===== src/design/hsl_to_rgb_integer_defines.svh =====
// ----------------------------------------------------------------------------
// HSL to RGB converter: assertion macros
// Clocked, reset-qualified assertion wrappers for the converter's checks.
// ----------------------------------------------------------------------------
`ifndef HSL_TO_RGB_INTEGER_DEFINES_SVH
`define HSL_TO_RGB_INTEGER_DEFINES_SVH

`ifndef NO_ASSERTIONS

`define H2R_ASSERT(lbl, cond) \
	lbl: assert property (@(posedge clk) disable iff (!arst_n) (cond)) \
		else $error("h2r: check failed");

`define H2R_ASSERT_NEXT(lbl, ante, cons) \
	lbl: assert property (@(posedge clk) disable iff (!arst_n) (ante) |=> (cons)) \
		else $error("h2r: check failed");

`else

`define H2R_ASSERT(lbl, cond)

`define H2R_ASSERT_NEXT(lbl, ante, cons)

`endif

`endif


===== src/design/h2r_pkg.sv =====
// ----------------------------------------------------------------------------
// HSL to RGB converter: package
// Widths, constants, types and hue helpers shared by the converter.
// ----------------------------------------------------------------------------
`timescale 1ns / 1ps

package h2r_pkg;

	localparam int unsigned HUE_W   = 10;
	localparam int unsigned PCT_W   = 7;
	localparam int unsigned LVL_W   = 8;
	localparam int unsigned DEG_W   = 9;
	localparam int unsigned MIX_W   = 15;
	localparam int unsigned BAND_W  = 14;
	localparam int unsigned SPAN_W  = 6;
	localparam int unsigned RAMP_W  = 20;
	localparam int unsigned RECIP_W = 29;
	localparam int unsigned PROD_W  = RAMP_W + RECIP_W;
	localparam int unsigned RECIP_SHIFT = 40;
	localparam int unsigned CH_NUM  = 3;

	localparam int unsigned CH_RED   = 0;
	localparam int unsigned CH_GREEN = 1;
	localparam int unsigned CH_BLUE  = 2;

	localparam logic [HUE_W-1:0]  HUE_TURN     = HUE_W'(360);
	localparam logic [HUE_W-1:0]  HUE_TWO_TURN = HUE_W'(720);
	localparam logic [DEG_W-1:0]  RED_OFFS     = DEG_W'(120);
	localparam logic [DEG_W-1:0]  BLUE_OFFS    = DEG_W'(240);
	localparam logic [DEG_W-1:0]  SEG_RISE_END = DEG_W'(60);
	localparam logic [DEG_W-1:0]  SEG_FLAT_END = DEG_W'(180);
	localparam logic [DEG_W-1:0]  SEG_FALL_END = DEG_W'(240);
	localparam logic [SPAN_W-1:0] SPAN_FULL    = SPAN_W'(60);
	localparam logic [PCT_W-1:0]  PCT_FULL     = PCT_W'(100);
	localparam logic [PCT_W-1:0]  PCT_HALF     = PCT_W'(50);
	localparam logic [MIX_W-1:0]  MIX_HUNDRED  = MIX_W'(100);
	localparam logic [MIX_W-1:0]  MIX_TWO_HUND = MIX_W'(200);
	localparam logic [MIX_W-1:0]  MIX_FULL     = MIX_W'(10000);
	localparam logic [RAMP_W-1:0] RAMP_SIXTY   = RAMP_W'(60);
	localparam logic [RAMP_W-1:0] RAMP_MAX     = RAMP_W'(600000);
	// floor(x * 17 / 40000) == (x * RECIP) >> RECIP_SHIFT for x up to RAMP_MAX
	localparam logic [RECIP_W-1:0] RECIP       = RECIP_W'(467292442);

	typedef logic [DEG_W-1:0]  deg_t;
	typedef logic [PCT_W-1:0]  pct_t;
	typedef logic [BAND_W-1:0] band_t;
	typedef logic [SPAN_W-1:0] span_t;
	typedef logic [RAMP_W-1:0] ramp_t;
	typedef logic [PROD_W-1:0] prod_t;

	function automatic deg_t hue_wrap_add(deg_t h, deg_t offs);
		logic [HUE_W-1:0] s;
		s = HUE_W'(h) + HUE_W'(offs);
		if (s >= HUE_TURN) begin
			s = s - HUE_TURN;
		end
		return s[DEG_W-1:0];
	endfunction

	function automatic span_t ramp_pos(deg_t h);
		deg_t d;
		d = SEG_FALL_END - h;
		if (h < SEG_RISE_END) begin
			return h[SPAN_W-1:0];
		end else if (h < SEG_FLAT_END) begin
			return SPAN_FULL;
		end else if (h < SEG_FALL_END) begin
			return d[SPAN_W-1:0];
		end else begin
			return '0;
		end
	endfunction

	function automatic pct_t pct_clamp(pct_t p);
		return (p > PCT_FULL) ? PCT_FULL : p;
	endfunction

endpackage


===== src/design/hsl_to_rgb_integer.sv =====
// ----------------------------------------------------------------------------
// HSL to RGB converter
// Integer hue/saturation/lightness to 8-bit red, green and blue, pipelined.
// ----------------------------------------------------------------------------
// Usage:
//   Input channel in_valid/in_ready carries hue_deg, sat_pct and light_pct.
//   Output channel out_valid/out_ready carries red_level, green_level and
//   blue_level, one result transaction per input transaction, in order.
//   Throughput is one transaction per cycle while the receiver does not
//   stall; the result passes through four register stages: input clamp
//   and hue reduction, light-band mixing, hue ramp multiply-add, and the
//   reciprocal multiply whose top bits form the levels.
//   Zero saturation needs no separate path: both bands equal the grey level.
//   Reset clears the stage valid bits only; the pipeline starts empty.
//   When the receiver stalls with a result waiting, every stage holds,
//   empty stages included, and in_ready drops.
//   No storage beyond the pipeline registers; nothing to configure.
// ----------------------------------------------------------------------------
`timescale 1ns / 1ps

`include "hsl_to_rgb_integer_defines.svh"

module hsl_to_rgb_integer
	import h2r_pkg::*;
(
	input  logic             clk,
	input  logic             arst_n,
	input  logic             in_valid,
	output logic             in_ready,
	input  logic [HUE_W-1:0] hue_deg,
	input  logic [PCT_W-1:0] sat_pct,
	input  logic [PCT_W-1:0] light_pct,
	output logic             out_valid,
	input  logic             out_ready,
	output logic [LVL_W-1:0] red_level,
	output logic [LVL_W-1:0] green_level,
	output logic [LVL_W-1:0] blue_level
);

	logic en;

	logic valid_s1, valid_s2, valid_s3, valid_s4;

	deg_t hue_s1;
	pct_t sat_s1, lit_s1;

	band_t lo_s2, diff_s2;
	span_t [CH_NUM-1:0] t_s2;

	ramp_t [CH_NUM-1:0] ramp_s3;

	prod_t [CH_NUM-1:0] prod_s4;

	logic [HUE_W-1:0] hue_red;
	logic [MIX_W-1:0] lit_w, sat_w, hi_a, hi_b, hi_c, l200_c, lo_c, diff_c;
	deg_t [CH_NUM-1:0] pt_c;
	ramp_t [CH_NUM-1:0] ramp_c;

	assign en       = !valid_s4 || out_ready;
	assign in_ready = en;

	always_ff @(posedge clk or negedge arst_n) begin
		if (!arst_n) begin
			valid_s1 <= 1'b0;
			valid_s2 <= 1'b0;
			valid_s3 <= 1'b0;
			valid_s4 <= 1'b0;
		end else if (en) begin
			valid_s1 <= in_valid;
			valid_s2 <= valid_s1;
			valid_s3 <= valid_s2;
			valid_s4 <= valid_s3;
		end
	end

	// stage 1: reduce hue, clamp percentages
	always_comb begin
		if (hue_deg >= HUE_TWO_TURN) begin
			hue_red = hue_deg - HUE_TWO_TURN;
		end else if (hue_deg >= HUE_TURN) begin
			hue_red = hue_deg - HUE_TURN;
		end else begin
			hue_red = hue_deg;
		end
	end

	always_ff @(posedge clk) begin
		if (en) begin
			hue_s1 <= hue_red[DEG_W-1:0];
			sat_s1 <= pct_clamp(sat_pct);
			lit_s1 <= pct_clamp(light_pct);
		end
	end

	// stage 2: light bands and ramp positions
	always_comb begin
		lit_w  = MIX_W'(lit_s1);
		sat_w  = MIX_W'(sat_s1);
		hi_a   = lit_w * (MIX_HUNDRED + sat_w);
		hi_b   = (lit_w + sat_w) * MIX_HUNDRED - sat_w * lit_w;
		hi_c   = (lit_s1 < PCT_HALF) ? hi_a : hi_b;
		l200_c = lit_w * MIX_TWO_HUND;
		lo_c   = l200_c - hi_c;
		diff_c = hi_c - lo_c;
		pt_c[CH_RED]   = hue_wrap_add(hue_s1, RED_OFFS);
		pt_c[CH_GREEN] = hue_s1;
		pt_c[CH_BLUE]  = hue_wrap_add(hue_s1, BLUE_OFFS);
	end

	always_ff @(posedge clk) begin
		if (en) begin
			lo_s2   <= lo_c[BAND_W-1:0];
			diff_s2 <= diff_c[BAND_W-1:0];
			for (int c = 0; c < CH_NUM; c++) begin
				t_s2[c] <= ramp_pos(pt_c[c]);
			end
		end
	end

	// stage 3: ramp = lo*60 + (hi-lo)*t
	always_comb begin
		for (int c = 0; c < CH_NUM; c++) begin
			ramp_c[c] = RAMP_W'(lo_s2) * RAMP_SIXTY + RAMP_W'(diff_s2) * RAMP_W'(t_s2[c]);
		end
	end

	always_ff @(posedge clk) begin
		if (en) begin
			ramp_s3 <= ramp_c;
		end
	end

	// stage 4: scale by 255/600000 through a reciprocal multiply
	always_ff @(posedge clk) begin
		if (en) begin
			for (int c = 0; c < CH_NUM; c++) begin
				prod_s4[c] <= PROD_W'(ramp_s3[c]) * PROD_W'(RECIP);
			end
		end
	end

	assign out_valid   = valid_s4;
	assign red_level   = prod_s4[CH_RED][RECIP_SHIFT +: LVL_W];
	assign green_level = prod_s4[CH_GREEN][RECIP_SHIFT +: LVL_W];
	assign blue_level  = prod_s4[CH_BLUE][RECIP_SHIFT +: LVL_W];

	`H2R_ASSERT_NEXT(a_enter_s1, in_valid && in_ready, valid_s1)
	`H2R_ASSERT(a_band_bound, !valid_s2 || (MIX_W'(lo_s2) + MIX_W'(diff_s2) <= MIX_FULL))
	`H2R_ASSERT(a_ramp_bound, !valid_s3 || ((ramp_s3[CH_RED] <= RAMP_MAX)
		&& (ramp_s3[CH_GREEN] <= RAMP_MAX) && (ramp_s3[CH_BLUE] <= RAMP_MAX)))

endmodule


===== config.mk =====
export PLATFORM = sky130hd
export DESIGN_NAME = hsl_to_rgb_integer
export DESIGN_NICKNAME = d
export VERILOG_FILES = /design/src/design/h2r_pkg.sv /design/src/design/hsl_to_rgb_integer.sv
export VERILOG_INCLUDE_DIRS = /design/src /design/src/design
export SDC_FILE = /design/constraint.sdc
export NUM_CORES = 2
export LEC_CHECK = 0
export BUFFER_PORTS_ARGS = -buffer_cell sky130_fd_sc_hd__buf_2
export CORE_MARGIN = 2
export CORE_UTILIZATION = 55
export DETAILED_ROUTE_END_ITERATION = 16
export GPL_ROUTABILITY_DRIVEN = 0
export PLACE_DENSITY = 0.81
export SYNTH_ARGS = -nofsm -noshare
export SYNTH_HDL_FRONTEND = slang
export SYNTH_SLANG_ARGS = --single-unit

===== constraint.sdc =====
create_clock -name clk -period 13.3 [get_ports clk]
set_clock_uncertainty 0.05 [all_clocks]
set_input_delay 1.33 -clock clk [delete_from_list [all_inputs] [get_ports clk]]
set_output_delay 1.33 -clock clk [all_outputs]
set_load 0.02 [all_outputs]

; Yosys cells after proc, flatten, opt, wreduce, memory -nomap -nowiden
; Cells that the tools add are included.
[word_totals]
register_bits = 274
in_bits = 28
output_inout_bits = 26
word_cells = 78
[op_classes]
n_addsub = 17
mul = 11
n_lt_le_gt_ge = 16
muxes = 14
reduce_logical = 2
[op_table]
columns = operator, count
row1 = 20-bit by 28-bit multiplier with 47-bit output (second input constant), 3
row2 = 20-bit adder, 3
row3 = 14-bit by 6-bit multiplier with 20-bit output, 3
row4 = 9-bit by 8-bit < comparator with 1-bit output (second input constant), 6
row5 = 6-bit two-way mux, 9
row6 = 14-bit subtractor, 3
row7 = 9-bit two-way mux, 4
row8 = 10-bit by 9-bit >= comparator with 1-bit output (second input constant), 3
row9 = 9-bit by 6-bit < comparator with 1-bit output (second input constant), 3
row10 = 9-bit subtractor (second input constant), 3
row11 = 14-bit by 4-bit multiplier with 18-bit output (second input constant), 1
row12 = 6-bit subtractor (first input constant), 3
row13 = 7-bit > comparator (second input constant), 2
row14 = 7-bit by 7-bit multiplier with 14-bit output, 1
row15 = 7-bit by 8-bit multiplier with 14-bit output, 1
row16 = 14-bit two-way mux, 1
row17 = 8-bit by 5-bit multiplier with 12-bit output (second input constant), 1
row18 = 7-bit by 5-bit multiplier with 11-bit output (second input constant), 1
row19 = 9-bit by 7-bit adder with 10-bit output (second input constant), 1
row20 = 9-bit by 8-bit adder with 10-bit output (second input constant), 1
row21 = 10-bit >= comparator (second input constant), 1
row22 = 9-bit by 8-bit subtractor with 9-bit output (second input constant), 1
row23 = 7-bit by 7-bit adder with 8-bit output, 1
row24 = 7-bit by 7-bit adder with 8-bit output (first input constant), 1
row25 = other kinds (3), 3

; Depth between registers and ports, before layout
[depth]
depth_word = 7
depth_mapped = 36
mapped_depth_nobuf = 35

; Worst setup path after synthesis
; No wires, ideal clock.
[synth_timing]
path_kind = reg-to-reg
startpoint = reg sat_s1[2]
endpoint = reg diff_s2[13], data pin
setup_time_ns = 0.266
t_arrival_ns = 7.406
required_ns = 12.984
slack_ns = 5.579
path_stages_with_launch = 34
path_buffers = 1
synth_period_minus_slack_ns = 7.721
cell_sequence = edfxtp_1 clkbuf_1 inv_1 ha_1 nor2_1 nor2_1 xnor2_1 ha_1 ha_1 inv_1 fa_1 inv_1 ha_1 xnor2_1 ha_1 fa_1 fa_1 inv_1 ha_1 a2111o_1 a31oi_1 o21bai_1 a21oi_1 xnor2_1 nand2_1 o21a_1 ha_1 nor4_1 nor3_1 ha_1 inv_1 nor2_1 a311o_1 xor2_1
[synth_via]
elab_chain_cells = 6
elab_cells_between_ends = 9
cone_classes = add/sub: 5 / mul: 3 / mux: 1
[synth_rtl]
columns = item, line_no
row1 = from (decl), hsl_to_rgb_integer.sv:45  ; pct_t sat_s1, lit_s1;
row2 = from (signal assigned), hsl_to_rgb_integer.sv:90  ; sat_s1 <= pct_clamp(sat_pct);
row3 = 7-bit by 7-bit adder with 8-bit output, hsl_to_rgb_integer.sv:100  ; hi_b = (lit_w + sat_w) * MIX_HUNDRED - sat_w * lit_w;
row4 = 8-bit by 5-bit multiplier with 12-bit output, hsl_to_rgb_integer.sv:100
row5 = 14-bit subtractor, hsl_to_rgb_integer.sv:100
row6 = 14-bit two-way mux (*), hsl_to_rgb_integer.sv:101  ; hi_c = (lit_s1 < PCT_HALF) ? hi_a : hi_b;
row7 = 14-bit subtractor, hsl_to_rgb_integer.sv:103  ; lo_c = l200_c - hi_c;
row8 = 14-bit subtractor (*), hsl_to_rgb_integer.sv:104  ; diff_c = hi_c - lo_c;
row9 = via diff_c[13], hsl_to_rgb_integer.sv:55  ; logic [MIX_W-1:0] lit_w, sat_w, hi_a, hi_b, hi_c, l200_c, lo_c, diff_c;
row10 = to (signal assigned), hsl_to_rgb_integer.sv:113  ; diff_s2 <= diff_c[BAND_W-1:0];
row11 = to (decl), hsl_to_rgb_integer.sv:47  ; band_t lo_s2, diff_s2;
; Mark *: on every way through the listed nets, which the timed path passes. The rest lies on a longest branch.
; A chain may end at the register's enable or synchronous reset.

; Worst setup path in the final report
[layout_timing]
startpoint = reg lit_s1[0]
endpoint = reg diff_s2[13], data pin
[layout_via]
elab_cells_between_ends = 10
cone_classes = add/sub: 4 / mul: 4 / order compare: 1 / mux: 1
[layout_rtl]
columns = item, line_no
row1 = from (decl), hsl_to_rgb_integer.sv:45
row2 = from (signal assigned), hsl_to_rgb_integer.sv:91  ; lit_s1 <= pct_clamp(light_pct);
row3 = 7-bit by 7-bit multiplier with 14-bit output, hsl_to_rgb_integer.sv:100
row4 = 14-bit subtractor, hsl_to_rgb_integer.sv:100
row5 = 14-bit two-way mux (*), hsl_to_rgb_integer.sv:101
row6 = via hi_c[0], hsl_to_rgb_integer.sv:55
row7 = 14-bit subtractor, hsl_to_rgb_integer.sv:103
row8 = 14-bit subtractor (*), hsl_to_rgb_integer.sv:104
row9 = via diff_c[13], hsl_to_rgb_integer.sv:55
; Marks and branches as above.

==> impl_results.md <==
* I/O pin cnt at between 50 and 60
* RSZ-0062 raised after global routing: false
* Die W at between 200 and 300 µm
* Post-synth top cells: inv_1 (1407), ha_1 (949), fa_1 (837)
* Post-synth ARST share at approximately 2.6%
* Final design utilization at roughly 58%
* # Post-CTS Setup Buffers at 0
* Largest cells by area after synthesis: fa_1 (36%), ha_1 (25%), inv_1 (11%)
* Max clock buf depth at 2
* Post-synth top area share at between 30 and 40%
* Worst EP required at 13510 ps
* Setup WS post-layout at 4620 ps
* Final setup viols at 0
* Synthesis-to-layout area growth at 4.41%
* Worst-path fanout max at 17
* Clk slew on worst S/H paths at roughly 80 ps
* First-pass GRT wire length at 173 mm
* Largest stage delay, worst path at around 630 ps
* Fillers at 6930
* Least-Margin Pin Slew at 1050 ps
* Number of diodes at 0
* Sum Neg Setup Slack at 0 ps
* Crit path kind: reg -> reg
* DRC viols at 0
* Mapped Cells at 4836
* Layout cell share with drive strength beyond 1 at 2.55%
* Worst Setup End Kind: flop
* Final Instance Area at approximately 0.05 mm²
* Most used cell, CP: ha_1
* WP data arrival at between 8000 and 9000 ps
* Slew Viols, Final at 0
* Total global routing overflow at 0
* Seq/Total Area, Yosys at around a tenth
* Vias per cell at 5.40
* Vias in the first global route at 35200
* Worst Setup Start Kind: flop
* Leading area contributor after synthesis: fa_1
* Hpwl dp at approximately 88 mm
* Buffers and inverters on the worst path at 3
* CTS Buf Count at 17
* Hold_buf cts at 0
* Clock latency at the later pin of the worst-skew pair at between 500 and 600 ps
* ANT nets after route at 0
* Die area at around 0.09 mm²
* Pre-CTS setup slack at approximately 4800 ps
* Synth warnings at 0
* Status: finished, final reports clean
* Clock sink count at 153
* Rel. slew slack at between 20% and 30%
* Number of core rows at roughly 110
* Family with the most delay on the worst path: compound AO/OA/AOI/OAI gates
* Final hold vios at 0
* Initial antenna violation count at 0
* Largest net degree at the start of global routing at 76
* Post-synthesis register bit count at around 150
* Core area at about 0.085 mm²
* CTS H-tree lvls at 4
* Critical path's slowest cell: edfxtp_1
* Initial Util at 55.4%
* Die Y-Extent at just under 300 µm
* I/O Buffers at 53
* Mean Syn Cell Area at around 9.7 µm²
* Fin crit period at slightly below 9000 ps
* Yosys cell types at 83
* Final wirelength at roughly 100 mm
* WL per Instance at between 15 and 20 µm
* HP Class: reg -> reg
* DRT iter0 DRCs at a little over 2000
* Fmax at 115 MHz
* GR Util All Layers at 24.9%
* Post_cts resized at 0
* Vias at 32500
* Max cap viols at 0
* Ys flop type: edfxtp_1
* EDFF count, synth at 149
* DP Area at 0.0486 mm²
* Post-synth design cell area at roughly 0.047 mm²
* Layout Nets at between 6000 and 7000
* Cell with the most instances after synthesis: inv_1
* Initial DRT Pass Iterations at 7
* TritonCTS clock tree: built
* Period utilization at about two thirds
* CTS root buffer: clkbuf_16
==> final timing paths <==
check / from / endpoint / slack, ps / depth (start not counted)
worst max-delay path: lit_s1[0]$_SDFFCE_PN0P_ / diff_s2[13]$_DFFE_PP_ / 4620 / 31
worst min-delay path: valid_s3$_DFFE_PN0P_ / out_valid$_DFFE_PN0P_ / 430 / 1
worst max register to register: lit_s1[0]$_SDFFCE_PN0P_ / diff_s2[13]$_DFFE_PP_ / 4620 / 31
worst min register to register: valid_s3$_DFFE_PN0P_ / out_valid$_DFFE_PN0P_ / 430 / 1
max in group asynchronous: arst_n / out_valid$_DFFE_PN0P_ / 12500 / 1
min in group asynchronous: arst_n / valid_s2$_DFFE_PN0P_ / 560 / 1
==> state kept, by name, indices dropped and copies added, names as in the netlist <==
register / flops
ramp_s3: 57
t_s2: 18
lo_s2: 14
diff_s2: 13
hue_s1: 9
blue_level: 8
green_level: 8
red_level: 8
lit_s1: 7
sat_s1: 7
out_valid: 1
valid_s1: 1
valid_s2: 1
valid_s3: 1
==> kinds of logic after synthesis <==
kind of cell               count (synthesis)  share of synthesized area, %
AOI/OAI and AO/OA                        462                          6.49
and+or+nand+nor                          753                          7.38
muxes                                     10                         0.252
xor gates and xnor gates                 186                          3.48
DFF                                      153                          9.71
other                                      2                        0.0159
adders and majority gates               1789                          60.9
buffers and inverters                   1481                          11.8
==> worst reg2reg max path: cells and delay by family, from the launching register on <==
kind / cells / cell delay (ps)
fa+ha+maj: 8 / 3270
buf+inv: 3 / 200
flops: 1 / 630
simple gates: 2 / 300
xor+xnor: 4 / 690
compound gates: 14 / 3290
==> placed cells by master, fill, tap and decap left out, types with 19 or more instances in the layout <==
master / synthesis / layout
inv_1: 1407 / 1407
ha_1: 949 / 949
fa_1: 837 / 837
nand2_1: 323 / 323
edfxtp_1: 149 / 149
nor2_1: 144 / 144
a21oi_1: 141 / 141
xnor2_1: 138 / 138
and2_1: 82 / 82
o21ai_0: 74 / 74
a21o_1: 59 / 59
buf_2: 4 / 53
xor2_1: 47 / 47
nor3_1: 43 / 43
nand3_1: 41 / 41
o21a_1: 27 / 27
nor2b_1: 24 / 24
nand2b_1: 25 / 24
a31oi_1: 23 / 23
o21bai_1: 19 / 19
==> per-stage QoR <==
stage	std cells	hold slack, ps
final	6004	433
after global routing	6004	458
after CTS	6004	435
after detailed placement	5972	408
after global placement	5972	392
after floorplan	4846	380
==> layer usage <==
metal / wire, µm / up-vias / GRT usage (%)
met4: 3350 / 0 / 8.80
li1: - / 15000 / -
met1: 42100 / 16200 / 32.4
met3: 6920 / 220 / 4.45
met2: 49300 / 1028 / 41.9
met5: 0 / - / 0
==> cell type report <==
| type | instances | area, µm² | area share (%) |
|---|---|---|---|
| inverters | 1408 | 5290 | 10.7 |
| clock inverters | 15 | 173 | 0.351 |
| repair buffers | 55 | 280 | 0.570 |
| well taps | 1144 | 1430 | 2.91 |
| flip-flops and latches | 153 | 4570 | 9.30 |
| clock buffers | 17 | 425 | 0.865 |
| multi-input cells | 3212 | 37000 | 75.2 |
Power is left out: the tool's default activity adds up to more than one toggle a clock period on the data nets, which glitch-free logic cannot reach.
